[src/sv/pcivt_pkg.sv]
// ----------------------------------------------------------------------------
// pcivt_pkg
// Shared types, codes and constants of the per-CPU interrupt vector table.
// ----------------------------------------------------------------------------
package pcivt_pkg;

   // default sizes
   localparam int CPU_COUNT_DEF       = 256;
   localparam int VECTORS_PER_CPU_DEF = 128;
   localparam int HANDLER_ID_BITS_DEF = 16;

   // field widths
   localparam int CPU_W    = 8;
   localparam int ID_W     = 16;
   localparam int VEC_W    = 8;
   localparam int PRIV_W   = 2;
   localparam int GRANT_W  = 7;
   localparam int FFV_W    = 7;
   localparam int CSR_AW   = 3;
   localparam int CSR_DW   = 32;

   // architectural constants
   localparam int FIRST_IRQ_VECTOR  = 32;
   localparam int TIMER_VECTOR      = 32;
   localparam int PAGE_FAULT_VECTOR = 14;
   localparam int USER_PRIV         = 3;
   localparam int RESET_FIRST_FREE  = 48;

   // free search granularity
   localparam int GROUP_BITS = 16;

   // register index of first_free_vector
   localparam logic REG_FIRST_FREE = 1'b0;

   typedef enum logic [1:0] {
      CMD_ALLOC    = 2'd0,
      CMD_FREE     = 2'd1,
      CMD_MOVE     = 2'd2,
      CMD_DISPATCH = 2'd3
   } cmd_type;

   typedef enum logic [2:0] {
      ACT_FATAL     = 3'd0,
      ACT_USER_PF   = 3'd1,
      ACT_TIMER     = 3'd2,
      ACT_HANDLER   = 3'd3,
      ACT_UNHANDLED = 3'd4
   } action_type;

   typedef enum logic [2:0] {
      ST_IDLE,
      ST_SCAN,
      ST_PICK,
      ST_OLD_READ,
      ST_OLD_CLEAR,
      ST_FINISH
   } state_type;

   // controller to datapath
   typedef struct packed {
      logic load;
      logic scan;
      logic pick;
      logic rel_cur;
      logic old_read;
      logic old_clear;
      logic emit;
   } ctl_type;

   // datapath to controller
   typedef struct packed {
      cmd_type cmd;
      logic    grant_ok;
      logic    old_valid;
      logic    out_free;
   } sts_type;

endpackage

[src/sv/pcivt_csr.sv]
// ----------------------------------------------------------------------------
// pcivt_csr
// APB register slice holding the lowest allocatable vector.
// ----------------------------------------------------------------------------
module pcivt_csr (
   input  logic                             clock,
   input  logic                             reset,
   input  logic                             csr_psel,
   input  logic                             csr_penable,
   input  logic                             csr_pwrite,
   input  logic [pcivt_pkg::CSR_AW-1:0]     csr_paddr,
   input  logic [pcivt_pkg::CSR_DW-1:0]     csr_pwdata,
   output logic [pcivt_pkg::CSR_DW-1:0]     csr_prdata,
   output logic                             csr_pready,
   output logic [pcivt_pkg::FFV_W-1:0]      first_free
);

   logic [pcivt_pkg::FFV_W-1:0] first_free_ff;
   logic [pcivt_pkg::FFV_W-1:0] first_free_in;
   logic                        hit;

   assign hit = (csr_paddr[2] == pcivt_pkg::REG_FIRST_FREE);

   always_comb begin
      first_free_in = first_free_ff;
      if (csr_psel && csr_penable && csr_pwrite && hit) begin
         first_free_in = csr_pwdata[pcivt_pkg::FFV_W-1:0];
      end
   end

   always_ff @(posedge clock) begin
      if (reset) begin
         first_free_ff <= pcivt_pkg::FFV_W'(pcivt_pkg::RESET_FIRST_FREE);
      end else begin
         first_free_ff <= first_free_in;
      end
   end

   assign csr_prdata = hit ? pcivt_pkg::CSR_DW'(first_free_ff) : '0;
   assign csr_pready = 1'b1;
   assign first_free = first_free_ff;

endmodule

[config.mk]
export PLATFORM = sky130hd
export DESIGN_NAME = pcivt_csr
export DESIGN_NICKNAME = d
export VERILOG_FILES = /design/src/sv/pcivt_pkg.sv /design/src/sv/pcivt_csr.sv
export SDC_FILE = /design/constraint.sdc
export NUM_CORES = 1
export LEC_CHECK = 0
export ABC_CLOCK_PERIOD_IN_PS = 900
export BUFFER_PORTS_ARGS = -buffer_cell sky130_fd_sc_hd__buf_2
export CAP_MARGIN = 10
export CORE_MARGIN = 4
export CORE_UTILIZATION = 30
export DETAILED_ROUTE_END_ITERATION = 10
export HOLD_SLACK_MARGIN = 0.02
export PLACE_DENSITY = 0.79
export SYNTH_ARGS = -nofsm -noshare
export SYNTH_HDL_FRONTEND = slang
export SYNTH_SLANG_ARGS = --single-unit
[constraint.sdc]
create_clock -name clock -period 0.9 [get_ports clock]
set_input_delay 0.135 -clock clock [delete_from_list [all_inputs] [get_ports clock]]
set_output_delay 0.135 -clock clock [all_outputs]
set_load 0.05 [all_outputs]
Yosys cells after proc, flatten, opt, wreduce, memory -nomap -nowiden
Cells that the tools add are included.
{ "totals": {"regBits": 7, "in_bits": 40, "output_inout_bits": 40, "wordCells": 6} }
{ "op_classes": {"muxes": 1, "bitwise_logic": 1, "n_reduce_logical": 3} }
{ "op_table": {"columns": ["operator", "n"], "rows": [
  ["$mux W7", 1],
  ["$logic_and A1 B1 Y1", 3],
  ["$not A1 Y1", 1]
]} }

Depth between registers and ports, before layout
{ "logic_depth": {"ltp_word": 3, "mapped_depth": 3, "mapped_depth_nobuf": 2} }

Least setup slack after synthesis
No wires, ideal clock.
{ "synth_path": {"path_type": "register -> output", "start": "reg first_free_ff (netlist bit first_free[0])", "end": "out csr_prdata[0] in the netlist's numbering", "arrival_ps": 1010, "t_required_ps": 765, "setup_slack_ps": -245, "path_stages_with_launch": 2, "path_buffers": 0, "cell_sequence": "dfxtp_1 and2b_2"} }
{ "synth_between": {"elab_chain_cells": 1} }
{ "synth_rtl": {"columns": ["element", "line", "source"], "rows": [
  ["start, declared", "pcivt_csr.sv:18", "logic [pcivt_pkg::FFV_W-1:0] first_free_ff;"],
  ["start signal, assigned", "pcivt_csr.sv:33", "first_free_ff <= pcivt_pkg::FFV_W'(pcivt_pkg::RESET_FIRST_FREE);"],
  ["start signal, assigned", "pcivt_csr.sv:35", "first_free_ff <= first_free_in;"],
  ["$mux W7", "pcivt_csr.sv:39", "assign csr_prdata = hit ? pcivt_pkg::CSR_DW'(first_free_ff) : '0;"],
  ["end, declared", "pcivt_csr.sv:13", "output logic [pcivt_pkg::CSR_DW-1:0] csr_prdata,"]
]} }
Every way passes these cells.

Worst setup path after layout
{ "layout_path": {"start": "reg first_free_ff (netlist bit first_free[2])", "end": "out csr_prdata[2] in the netlist's numbering"} }
Same word-level chain as after synthesis.

==> flow_metrics.env <==
export IMPL_yosysTopAreaCellShare_pct=33.8
export IMPL_synth_cell_type_count=10
export IMPL_syn_cell_area_um2=577
export IMPL_synth_edf_count=0
export IMPL_layout_worst_path_cycle_share_pct=116
export IMPL_report_final_setup_viol=10
export IMPL_floorplan_io_pins=80
export IMPL_cts_tree="done"
export IMPL_crit_path_max_incr_delay_ns=0.35
export IMPL_number_of_inserted_diodes=0
export IMPL_fp_coreArea_um2=1780
export IMPL_syn_mean_instance_area_um2=8.74
export IMPL_critPathMaxFanout=3
export IMPL_final_hold_slack_ns=0.127
export IMPL_crit_chain="and2b_4 -> buf_8"
export IMPL_finalCriticalPeriod_ns=1.05
export IMPL_worstPathBufferInverterCount=1
export IMPL_worst_ep_required_time_ns=0.76
export IMPL_grt_first_pass_wirelength_mm=1.86
export IMPL_rsz0062_at_grt="yes"
export IMPL_yosys_cell_count_top_type="buf_4"
export IMPL_max_freq_mhz=956
export IMPL_area_growth_synth_to_final_pct=46.9
export IMPL_maximum_number_of_pins_on_one_net_before_global_route_repair=15
export IMPL_yosys_most_used_dff="dfxtp_1"
export IMPL_detailroute_via_count=448
export IMPL_globalRoute_totalOverflow=0
export IMPL_floorplan_die_height_um=51.9
export IMPL_synthesis_instances=66
export IMPL_yosys_register_bits=7
export IMPL_cp_data_arrival_time_ns=0.91
export IMPL_slowest_stage="dfxtp_4"
export IMPL_cts_buffers_inserted=3
export IMPL_detail_route_wirelength_mm=1.22
export IMPL_drtAntennaViolNets=0
export IMPL_synth_common_cells="buf_4 (26), nand2b_1 (10), and2b_2 (7), dfxtp_1 (7), mux2i_1 (7)"
export IMPL_grt_use_total_pct=9.97
export IMPL_fp_dieArea_um2=2690
export IMPL_critPathLaunchType="flop"
export IMPL_placementRows=15
export IMPL_met3WireLength_um=171
export IMPL_drtIter0Drc=4
export IMPL_place_gp_congestion=0.610
export IMPL_die_w_um=51.9
export IMPL_cts_hold_buffers_added=0
export IMPL_viasPerCell=3.70
export IMPL_worstSetupPathType="flop to output pin"
export IMPL_synthDominantAreaCellType="buf_4"
export IMPL_initial_core_util_pct=32.4
export IMPL_flip_flop_count_of_the_largest_register_all_copies_and_words_added=7
export IMPL_clock_tree_buffer_depth=2
export IMPL_drtPass1Iterations=2
export IMPL_finish_net_count=137
export IMPL_power_static_leakage_uw=0.000403
export IMPL_wire_length_the_detailed_router_placed_on_met1_um=398
export IMPL_clk_insertion_delay_late_ns=0.25
export IMPL_wl_per_cell_um=10.1
export IMPL_cts_sinks=7
export IMPL_cts_root_buf="clkbuf_4"
export IMPL_irDropWorstVdd_mv=0.552
export IMPL_route_detailed_drc=0
export IMPL_cap_violations=0
export IMPL_antenna_found_initial=0
export IMPL_ys_warnings_count=0
export IMPL_timing_final_ws_setup_ns=-0.146
export IMPL_dr_max_layer_used="met4"
export IMPL_endpoint_kind="output pin"
export IMPL_synth_seq_area_share_pct=24.3
export IMPL_async_flop_share_pct=0
export IMPL_critical_path_top_delay_family="flip-flops"
export IMPL_timing_final_hold_violations=0
export IMPL_port_buffers=26
export IMPL_dr_wl_met2_um=640
export IMPL_finalClockSkew_ns=0
export IMPL_worst_setup_hold_path_clk_slew_ns=0.06
export IMPL_outcome="finished, violations left"
export IMPL_final_max_slew_viol_count=0
export IMPL_h_tree_depth=1
export IMPL_place_worst_setup_slack_ns=-0.121
export IMPL_hp_class="input pin to flop"
export IMPL_first_global_vias=413
export IMPL_synthTopCellsByArea="buf_4 (34%), dfxtp_1 (24%), mux2i_1 (12%)"
export IMPL_power_density_nw_per_um2=1210
export IMPL_total_power_uw=1030
export IMPL_drive_gt1_share_pct=49.0
export IMPL_failing_checks="setup timing"
per-layer routing:
metal	global-route usage (%)	vias up
met2	16.9	39
met3	5.44	3
met4	3.93	0
li1	-	213
met1	10.1	193
met5	0	-
through the flow:
| stage | util (%) | instances | TNS [ns] | area, µm² |
|---|---|---|---|---|
| global route | 47.5 | 121 | -1.68 | 847 |
| CTS | 44.6 | 120 | -1.39 | 796 |
| finish | 47.5 | 121 | -1.21 | 847 |
| global placement | 37.8 | 114 | -0.516 | 673 |
| floorplan | - | 90 | 0 | 702 |
| detailed placement | 37.8 | 114 | -0.652 | 673 |
layout by cell type, fill, tap and decap left out:
master / synthesis / final
clkbuf_1: 1 / 1
buf_2: 0 / 12
dfxtp_4: 0 / 7
and4b_1: 1 / 1
mux2i_1: 7 / 7
buf_12: 0 / 1
nand2b_1: 10 / 10
and2b_4: 0 / 7
conb_1: 2 / 26
nor2_1: 4 / 4
buf_8: 0 / 8
buf_6: 1 / 8
buf_4: 26 / 1
clkbuf_4: 0 / 3
worst reg2reg max path, cell delays in order, from the launching register on:
cell,delay (ns)
dfxtp_4,0.35
buf_6,0.09
nand2b_1,0.05
mux2i_1,0.13
logic make-up after synthesis:
logic type | share of synthesized area [%]
other | 1.30
buffers and inverters | 36.4
DFF | 24.3
and+or+nand+nor | 25.8
muxes | 12.1
repair_timing:
action,CTS,global route
setup endpoints to repair,14,14
setup buffers,2,1
gates resized for setup,26,13
final timing paths:
kind | to | from | slack (ns) | cells after the start
max | csr_prdata[2] | first_free[2] | -0.15 | 2
min | first_free[3] | csr_pwdata[3] | 0.13 | 3
min reg2reg | first_free[2] | first_free[2] | 0.50 | 2
max reg2reg | first_free[0] | first_free[0] | 0.20 | 3
power breakdown:
group | total (µW) | switching [µW] | internal (µW)
Combinational | 425 | 332 | 93.4
Sequential | 307 | 5.97 | 301
Clock | 294 | 124 | 170
Total | 1030 | 462 | 564
layout make-up:
type / count / area, µm²
sequential: 7 / 166
timing repair buffer: 30 / 298
multi-input combinational: 55 / 325
clock buffer: 4 / 26.3
tap: 25 / 31.3
fill: 164 / 936
Note: power is estimated with default switching activity, not from simulation.
