<file path="src/sv/pcivt_pkg.sv">
// ----------------------------------------------------------------------------
// pcivt_pkg
// Shared types, codes and constants of the per-CPU interrupt vector table.
// ----------------------------------------------------------------------------
package pcivt_pkg;

   // default sizes
   localparam int CPU_COUNT_DEF       = 256;
   localparam int VECTORS_PER_CPU_DEF = 128;
   localparam int HANDLER_ID_BITS_DEF = 16;

   // field widths
   localparam int CPU_W    = 8;
   localparam int ID_W     = 16;
   localparam int VEC_W    = 8;
   localparam int PRIV_W   = 2;
   localparam int GRANT_W  = 7;
   localparam int FFV_W    = 7;
   localparam int CSR_AW   = 3;
   localparam int CSR_DW   = 32;

   // architectural constants
   localparam int FIRST_IRQ_VECTOR  = 32;
   localparam int TIMER_VECTOR      = 32;
   localparam int PAGE_FAULT_VECTOR = 14;
   localparam int USER_PRIV         = 3;
   localparam int RESET_FIRST_FREE  = 48;

   // free search granularity
   localparam int GROUP_BITS = 16;

   // register index of first_free_vector
   localparam logic REG_FIRST_FREE = 1'b0;

   typedef enum logic [1:0] {
      CMD_ALLOC    = 2'd0,
      CMD_FREE     = 2'd1,
      CMD_MOVE     = 2'd2,
      CMD_DISPATCH = 2'd3
   } cmd_type;

   typedef enum logic [2:0] {
      ACT_FATAL     = 3'd0,
      ACT_USER_PF   = 3'd1,
      ACT_TIMER     = 3'd2,
      ACT_HANDLER   = 3'd3,
      ACT_UNHANDLED = 3'd4
   } action_type;

   typedef enum logic [2:0] {
      ST_IDLE,
      ST_SCAN,
      ST_PICK,
      ST_OLD_READ,
      ST_OLD_CLEAR,
      ST_FINISH
   } state_type;

   // controller to datapath
   typedef struct packed {
      logic load;
      logic scan;
      logic pick;
      logic rel_cur;
      logic old_read;
      logic old_clear;
      logic emit;
   } ctl_type;

   // datapath to controller
   typedef struct packed {
      cmd_type cmd;
      logic    grant_ok;
      logic    old_valid;
      logic    out_free;
   } sts_type;

endpackage

</file>
<file path="src/sv/pcivt_ctrl.sv">
// ----------------------------------------------------------------------------
// pcivt_ctrl
// Sequencer: accept, scan row, commit grant, free old vector, deliver result.
// ----------------------------------------------------------------------------
module pcivt_ctrl (
   input  logic                  clock,
   input  logic                  reset,
   input  logic                  req_valid,
   output logic                  req_ready,
   input  pcivt_pkg::sts_type    sts,
   output pcivt_pkg::ctl_type    ctl
);

   pcivt_pkg::state_type state_ff;
   pcivt_pkg::state_type state_in;

   always_ff @(posedge clock) begin
      if (reset) begin
         state_ff <= pcivt_pkg::ST_IDLE;
      end else begin
         state_ff <= state_in;
      end
   end

   always_comb begin
      state_in  = state_ff;
      ctl       = '0;
      req_ready = 1'b0;
      unique case (state_ff)
         pcivt_pkg::ST_IDLE: begin
            req_ready = 1'b1;
            if (req_valid) begin
               ctl.load = 1'b1;
               state_in = pcivt_pkg::ST_SCAN;
            end
         end
         pcivt_pkg::ST_SCAN: begin
            ctl.scan = 1'b1;
            unique case (sts.cmd)
               pcivt_pkg::CMD_ALLOC,
               pcivt_pkg::CMD_MOVE: state_in = pcivt_pkg::ST_PICK;
               pcivt_pkg::CMD_FREE: begin
                  ctl.rel_cur = 1'b1;
                  state_in    = pcivt_pkg::ST_FINISH;
               end
               default: state_in = pcivt_pkg::ST_FINISH;
            endcase
         end
         pcivt_pkg::ST_PICK: begin
            ctl.pick = 1'b1;
            // only a successful move frees its old vector
            if (sts.cmd == pcivt_pkg::CMD_MOVE && sts.grant_ok && sts.old_valid) begin
               state_in = pcivt_pkg::ST_OLD_READ;
            end else begin
               state_in = pcivt_pkg::ST_FINISH;
            end
         end
         pcivt_pkg::ST_OLD_READ: begin
            ctl.old_read = 1'b1;
            state_in     = pcivt_pkg::ST_OLD_CLEAR;
         end
         pcivt_pkg::ST_OLD_CLEAR: begin
            ctl.old_clear = 1'b1;
            state_in      = pcivt_pkg::ST_FINISH;
         end
         pcivt_pkg::ST_FINISH: begin
            // hold until the output register can take the item
            if (sts.out_free) begin
               ctl.emit = 1'b1;
               state_in = pcivt_pkg::ST_IDLE;
            end
         end
         default: state_in = pcivt_pkg::ST_IDLE;
      endcase
   end

endmodule

</file>
<file path="config.mk">
export PLATFORM = sky130hd
export DESIGN_NAME = pcivt_ctrl
export DESIGN_NICKNAME = d
export VERILOG_FILES = /design/src/sv/pcivt_pkg.sv /design/src/sv/pcivt_ctrl.sv
export SDC_FILE = /design/constraint.sdc
export NUM_CORES = 1
export LEC_CHECK = 0
export ABC_AREA = 1
export BUFFER_PORTS_ARGS = -buffer_cell sky130_fd_sc_hd__buf_2
export CORE_AREA = 3 3 40 42
export DETAILED_ROUTE_END_ITERATION = 16
export DIE_AREA = 0 0 43 45
export GPL_TIMING_DRIVEN = 0
export SYNTH_ARGS = -nofsm -noshare
export SYNTH_HDL_FRONTEND = slang
export SYNTH_SLANG_ARGS = --single-unit
</file>
<file path="constraint.sdc">
create_clock -name clock -period 1 [get_ports clock]
set_input_delay 0.1 -clock clock [delete_from_list [all_inputs] [get_ports clock]]
set_output_delay 0.1 -clock clock [all_outputs]
set_load 0.01 [all_outputs]
</file>
# Yosys cells after proc, flatten, opt, wreduce, memory -nomap -nowiden
# Index checks and enable logic that the tools add are counted.
totals:
  register_bits: 3
  latchBits: 0
  ram_bits: 0
  romBits: 0
  out_inout_bits: 8
  mem_count: 0
op_classes:
  addsub: 0
  multipliers: 0
  div_mod_pow: 0
  order_cmp: 0
  eq_ne: 9
  shifts: 0
  muxes: 16
  bitwise_logic: 0
  n_reduce_logical: 6
op_table:
  columns: ["cell", "count"]
  rows:
  - ["$pmux 3 s6", 1]
  - ["$mux 3", 4]
  - ["$mux 1", 11]
  - ["$eq 3x2->1 const B", 2]
  - ["$eq 3x3->1 const B", 2]
  - ["$ne 2x2->1 const B", 2]
  - ["$eq 3x1->1 const B", 1]
  - ["$logic_not 3->1", 1]
  - ["$eq 2x1->1 const B", 1]
  - ["$eq 2x2->1 const B", 1]
  - ["$logic_and 1x1->1", 2]
  - ["$logic_not 2->1", 1]
  - ["$reduce_and 2->1", 1]
  - ["$reduce_or 2->1", 1]

# Depth between registers and ports, before layout
logic_depth:
  depth_word: 5
  ltp_mapped: 6

# Worst setup path after synthesis
# No wires, ideal clock.
synth_path:
  path_type: "register to register"
  from: "register state_ff[2]"
  to: "register state_ff[2]"
  setup_time_ns: 0.064
  t_arrival_ns: 1.036
  required_time_ns: 0.936
  slack_ns: -0.100
  path_stages_with_launch: 7
  path_buffers: 0
  period_less_slack_ns: 1.100
  cell_sequence: "dfxtp_1 -> inv_2 -> nor3_1 -> nor2_1 -> nand3_1 -> nor2_1 -> nor2_1"
synth_between:
  elab_chain_len: 3
synth_rtl:
  columns: ["item", "line_no", "text"]
  rows:
  - ["start, declared", "pcivt_ctrl.sv:14", "pcivt_pkg::state_type state_ff;"]
  - ["start signal, assigned", "pcivt_ctrl.sv:19", "state_ff <= pcivt_pkg::ST_IDLE;"]
  - ["start signal, assigned", "pcivt_ctrl.sv:21", "state_ff <= state_in;"]
  - ["$eq 3x3->1 or $logic_not 3->1 (tied branches)", "pcivt_ctrl.sv:29", "unique case (state_ff)"]
  - ["$ne 2x2->1 (no line)", null, null]
  - ["$reduce_and 2->1 (no line)", null, null]
# Several ways; a longest one is shown, not always the timed one.
# A chain may end at the register's enable or synchronous reset.

==> flow_summary.json <==
{
  "cts-root-buf": "clkbuf_4",
  "ant_nets": 0,
  "cts_tree": "built",
  "synth_warnings": 0,
  "core_area_mm2": 0.001285,
  "largest_reg_flops": 3,
  "grt_first_pass_wirelength_mm": 1.235,
  "grt.total_usage_pct": 8.659,
  "hold_violations": 0,
  "final_cell_area_um2": 514.2,
  "yosys.cell_count.top_type": "nor2_1",
  "period_needed_ns": 1.197,
  "syn_to_final_growth_pct": 124.6,
  "peakVddDrop_uv": 1136,
  "max_freq_ghz": 0.8355,
  "ys_top_cells_by_count": "nor2_1 (10), inv_1 (7), nand2_1 (6)",
  "critical_path_required_ns": 0.90,
  "finClkSkew_ns": 0.003571,
  "ios": 16,
  "regArea_um2": 71.32,
  "synth_top_cell_area_share_pct": 26.23,
  "gp_congestion": 0.7347,
  "cts.htree.levels": 1,
  "clkSinkCount": 3,
  "synth_cell_types": 13,
  "numCtsBuffers": 3,
  "die_x_um": 43,
  "top_register": "state_ff",
  "fillers": 141,
  "die_area_mm2": 0.001935,
  "endpoint_kind": "output port",
  "layout_setup_ws_ns": -0.1969,
  "p_leak_nw": 0.2642,
  "arrival_ns": 1.10,
  "met2_usage_pct": 15.57,
  "grt_use_met1_pct": 9.398,
  "powerDensity_mw_per_mm2": 1604,
  "vias": 336,
  "synth_top_area_cell": "dfxtp_1",
  "start_kind": "flip-flop",
  "dpl.hpwl_um": 518.4,
  "hold_end": "state_ff[1]",
  "drv_cap": 0,
  "finalWirelength_um": 755,
  "port_buffers": 15,
  "antenna_found_initial": 0,
  "status": "complete, but fails checks",
  "synth-edff-count": 0,
  "drtPass1Iterations": 4,
  "finalSetupTns_ns": -1.289,
  "drive_gt1_share_pct": 69.70,
  "syn_avg_cell_area_um2": 5.724,
  "holdWs_ns": 0.04978,
  "period_share_pct": 119.7,
  "wl_per_cell_um": 9.321,
  "grt_use_met3_pct": 5.179,
  "n_antenna_cell": 0,
  "maxSlewHeadroom_pct": 87.64,
  "syn_inst": 40,
  "insertion_delay_ns": 0.23,
  "path_clk_slew_ns": 0.04,
  "grt_max_degree": 8,
  "violations": "negative setup slack",
  "hold-path-cell-count": 2,
  "synth_flop_cell": "dfxtp_1",
  "worst_pin_slew_ns": 0.1838,
  "grt-ovfl-total": 0,
  "place_area_um2": 352.8,
  "hp-start": "reset",
  "reg_top3": "state_ff: 3 flops",
  "slew_violations": 0,
  "place_ws_ns": -0.04148,
  "drc": 0,
  "grt_pass1_vias": 298,
  "synthTopCellsByArea": "dfxtp_1 (26%), nor2_1 (16%), inv_1 (11%), nand2_1 (9.8%), nor3_2 (8.7%)",
  "busiest_layer": "met2",
  "cts.path.max_buffers": 2,
  "hold_buffers": 0,
  "r2r_cells": 6,
  "multi_input_area_um2": 203.9,
  "setup_violations": 10,
  "synth_fp_nets": 48,
  "drt-vias-per-instance": 4.148,
  "ys_ff_latch": 3,
  "regToRegEndpoint": "state_ff[2]",
  "yosysSeqAreaShare_pct": 26.23,
  "fp.dieH_um": 45,
  "first_iter_violations": 3,
  "path_max_fanout": 6,
  "nets": 75,
  "start_util_pct": 17.82,
  "synth_area_um2": 229.0,
  "r2r_setup_slack_ns": -0.05,
  "worstSetupPathType": "reg2out",
  "rsz0062_at_grt": "yes",
  "hp-class": "in2reg",
  "rows": 13,
  "synthArstFlopShare_pct": 0,
  "reg2reg_from": "state_ff[2]"
}
## power breakdown
group	switching [mW]	internal [mW]	leakage [nW]
clock	0.0607	0.149	0.0150
sequential	0.0480	0.146	0.0267
combinational	0.200	0.221	0.222
total	0.308	0.516	0.264
## routing by layer
| metal | part of all wire (%) | up-vias |
|---|---|---|
| met4 | 0 | 0 |
| met5 | 0 | - |
| met2 | 51 | 11 |
| met3 | 8.1 | 0 |
| li1 | - | 182 |
| met1 | 41 | 143 |
## per-stage QoR
stage | util (%) | instances | total power [mW]
global route | 40.02 | 81 | 0.8973
floorplan | - | 40 | 0.3410
global placement | 27.46 | 70 | 0.4212
finish | 40.02 | 81 | 0.8248
detailed placement | 27.46 | 70 | 0.4255
CTS | 37.39 | 81 | 0.7745
## final cells by class
type / count / share of cell area (%)
multi-input cells: 28 / 39.66
repair buffers: 22 / 30.17
flip-flops and latches: 3 / 13.87
inverters: 9 / 7.543
clock buffers: 4 / 5.109
well taps: 15 / 3.650
## worst max path at each step
stage                startpoint     endpoint  slack [ns]  depth (start not counted)
floorplan           state_ff[0]  state_ff[2]       0.002                          6
global placement    state_ff[0]       ctl[3]       -0.03                          5
detailed placement  state_ff[0]       ctl[3]       -0.04                          5
CTS                 state_ff[0]       ctl[3]       -0.22                          5
global route        state_ff[2]       ctl[3]       -0.27                          4
finish              state_ff[2]       ctl[3]       -0.20                          4
## critical path, stage by stage, from the launching register on
cell and delay [ns]:
dfxtp_4 0.38, nor3_4 0.19, nand2_1 0.09, nor2_2 0.07
buf_2 0.13
## logic make-up after synthesis
kind of cell | Yosys count | synth area share, %
flops | 3 | 26.23
simple gates | 25 | 51.91
buf+inv | 9 | 14.76
compound gates | 3 | 7.101
## repair_timing
item,CTS,global route
pin swaps,9,9
endpoints found under the setup margin,10,11
buffers inserted,8,0
resized for setup,15,10
## cells in the final DEF, fill, tap and decap left out
master / n
buf_6: 6
nor2_4: 2
nand4_1: 2
buf_2: 13
inv_4: 2
a21oi_2: 1
nor2_1: 5
buf_4: 3
clkbuf_1: 1
nand3_1: 2
dfxtp_4: 3
inv_1: 5
a31oi_1: 1
inv_2: 2
nand3_2: 1
o21ai_0: 1
nor2_2: 3
nor4_2: 1
clkbuf_4: 3
nand2_2: 3
nor3_4: 3
nand2_1: 3
Note: power is estimated with default switching activity, not from simulation.
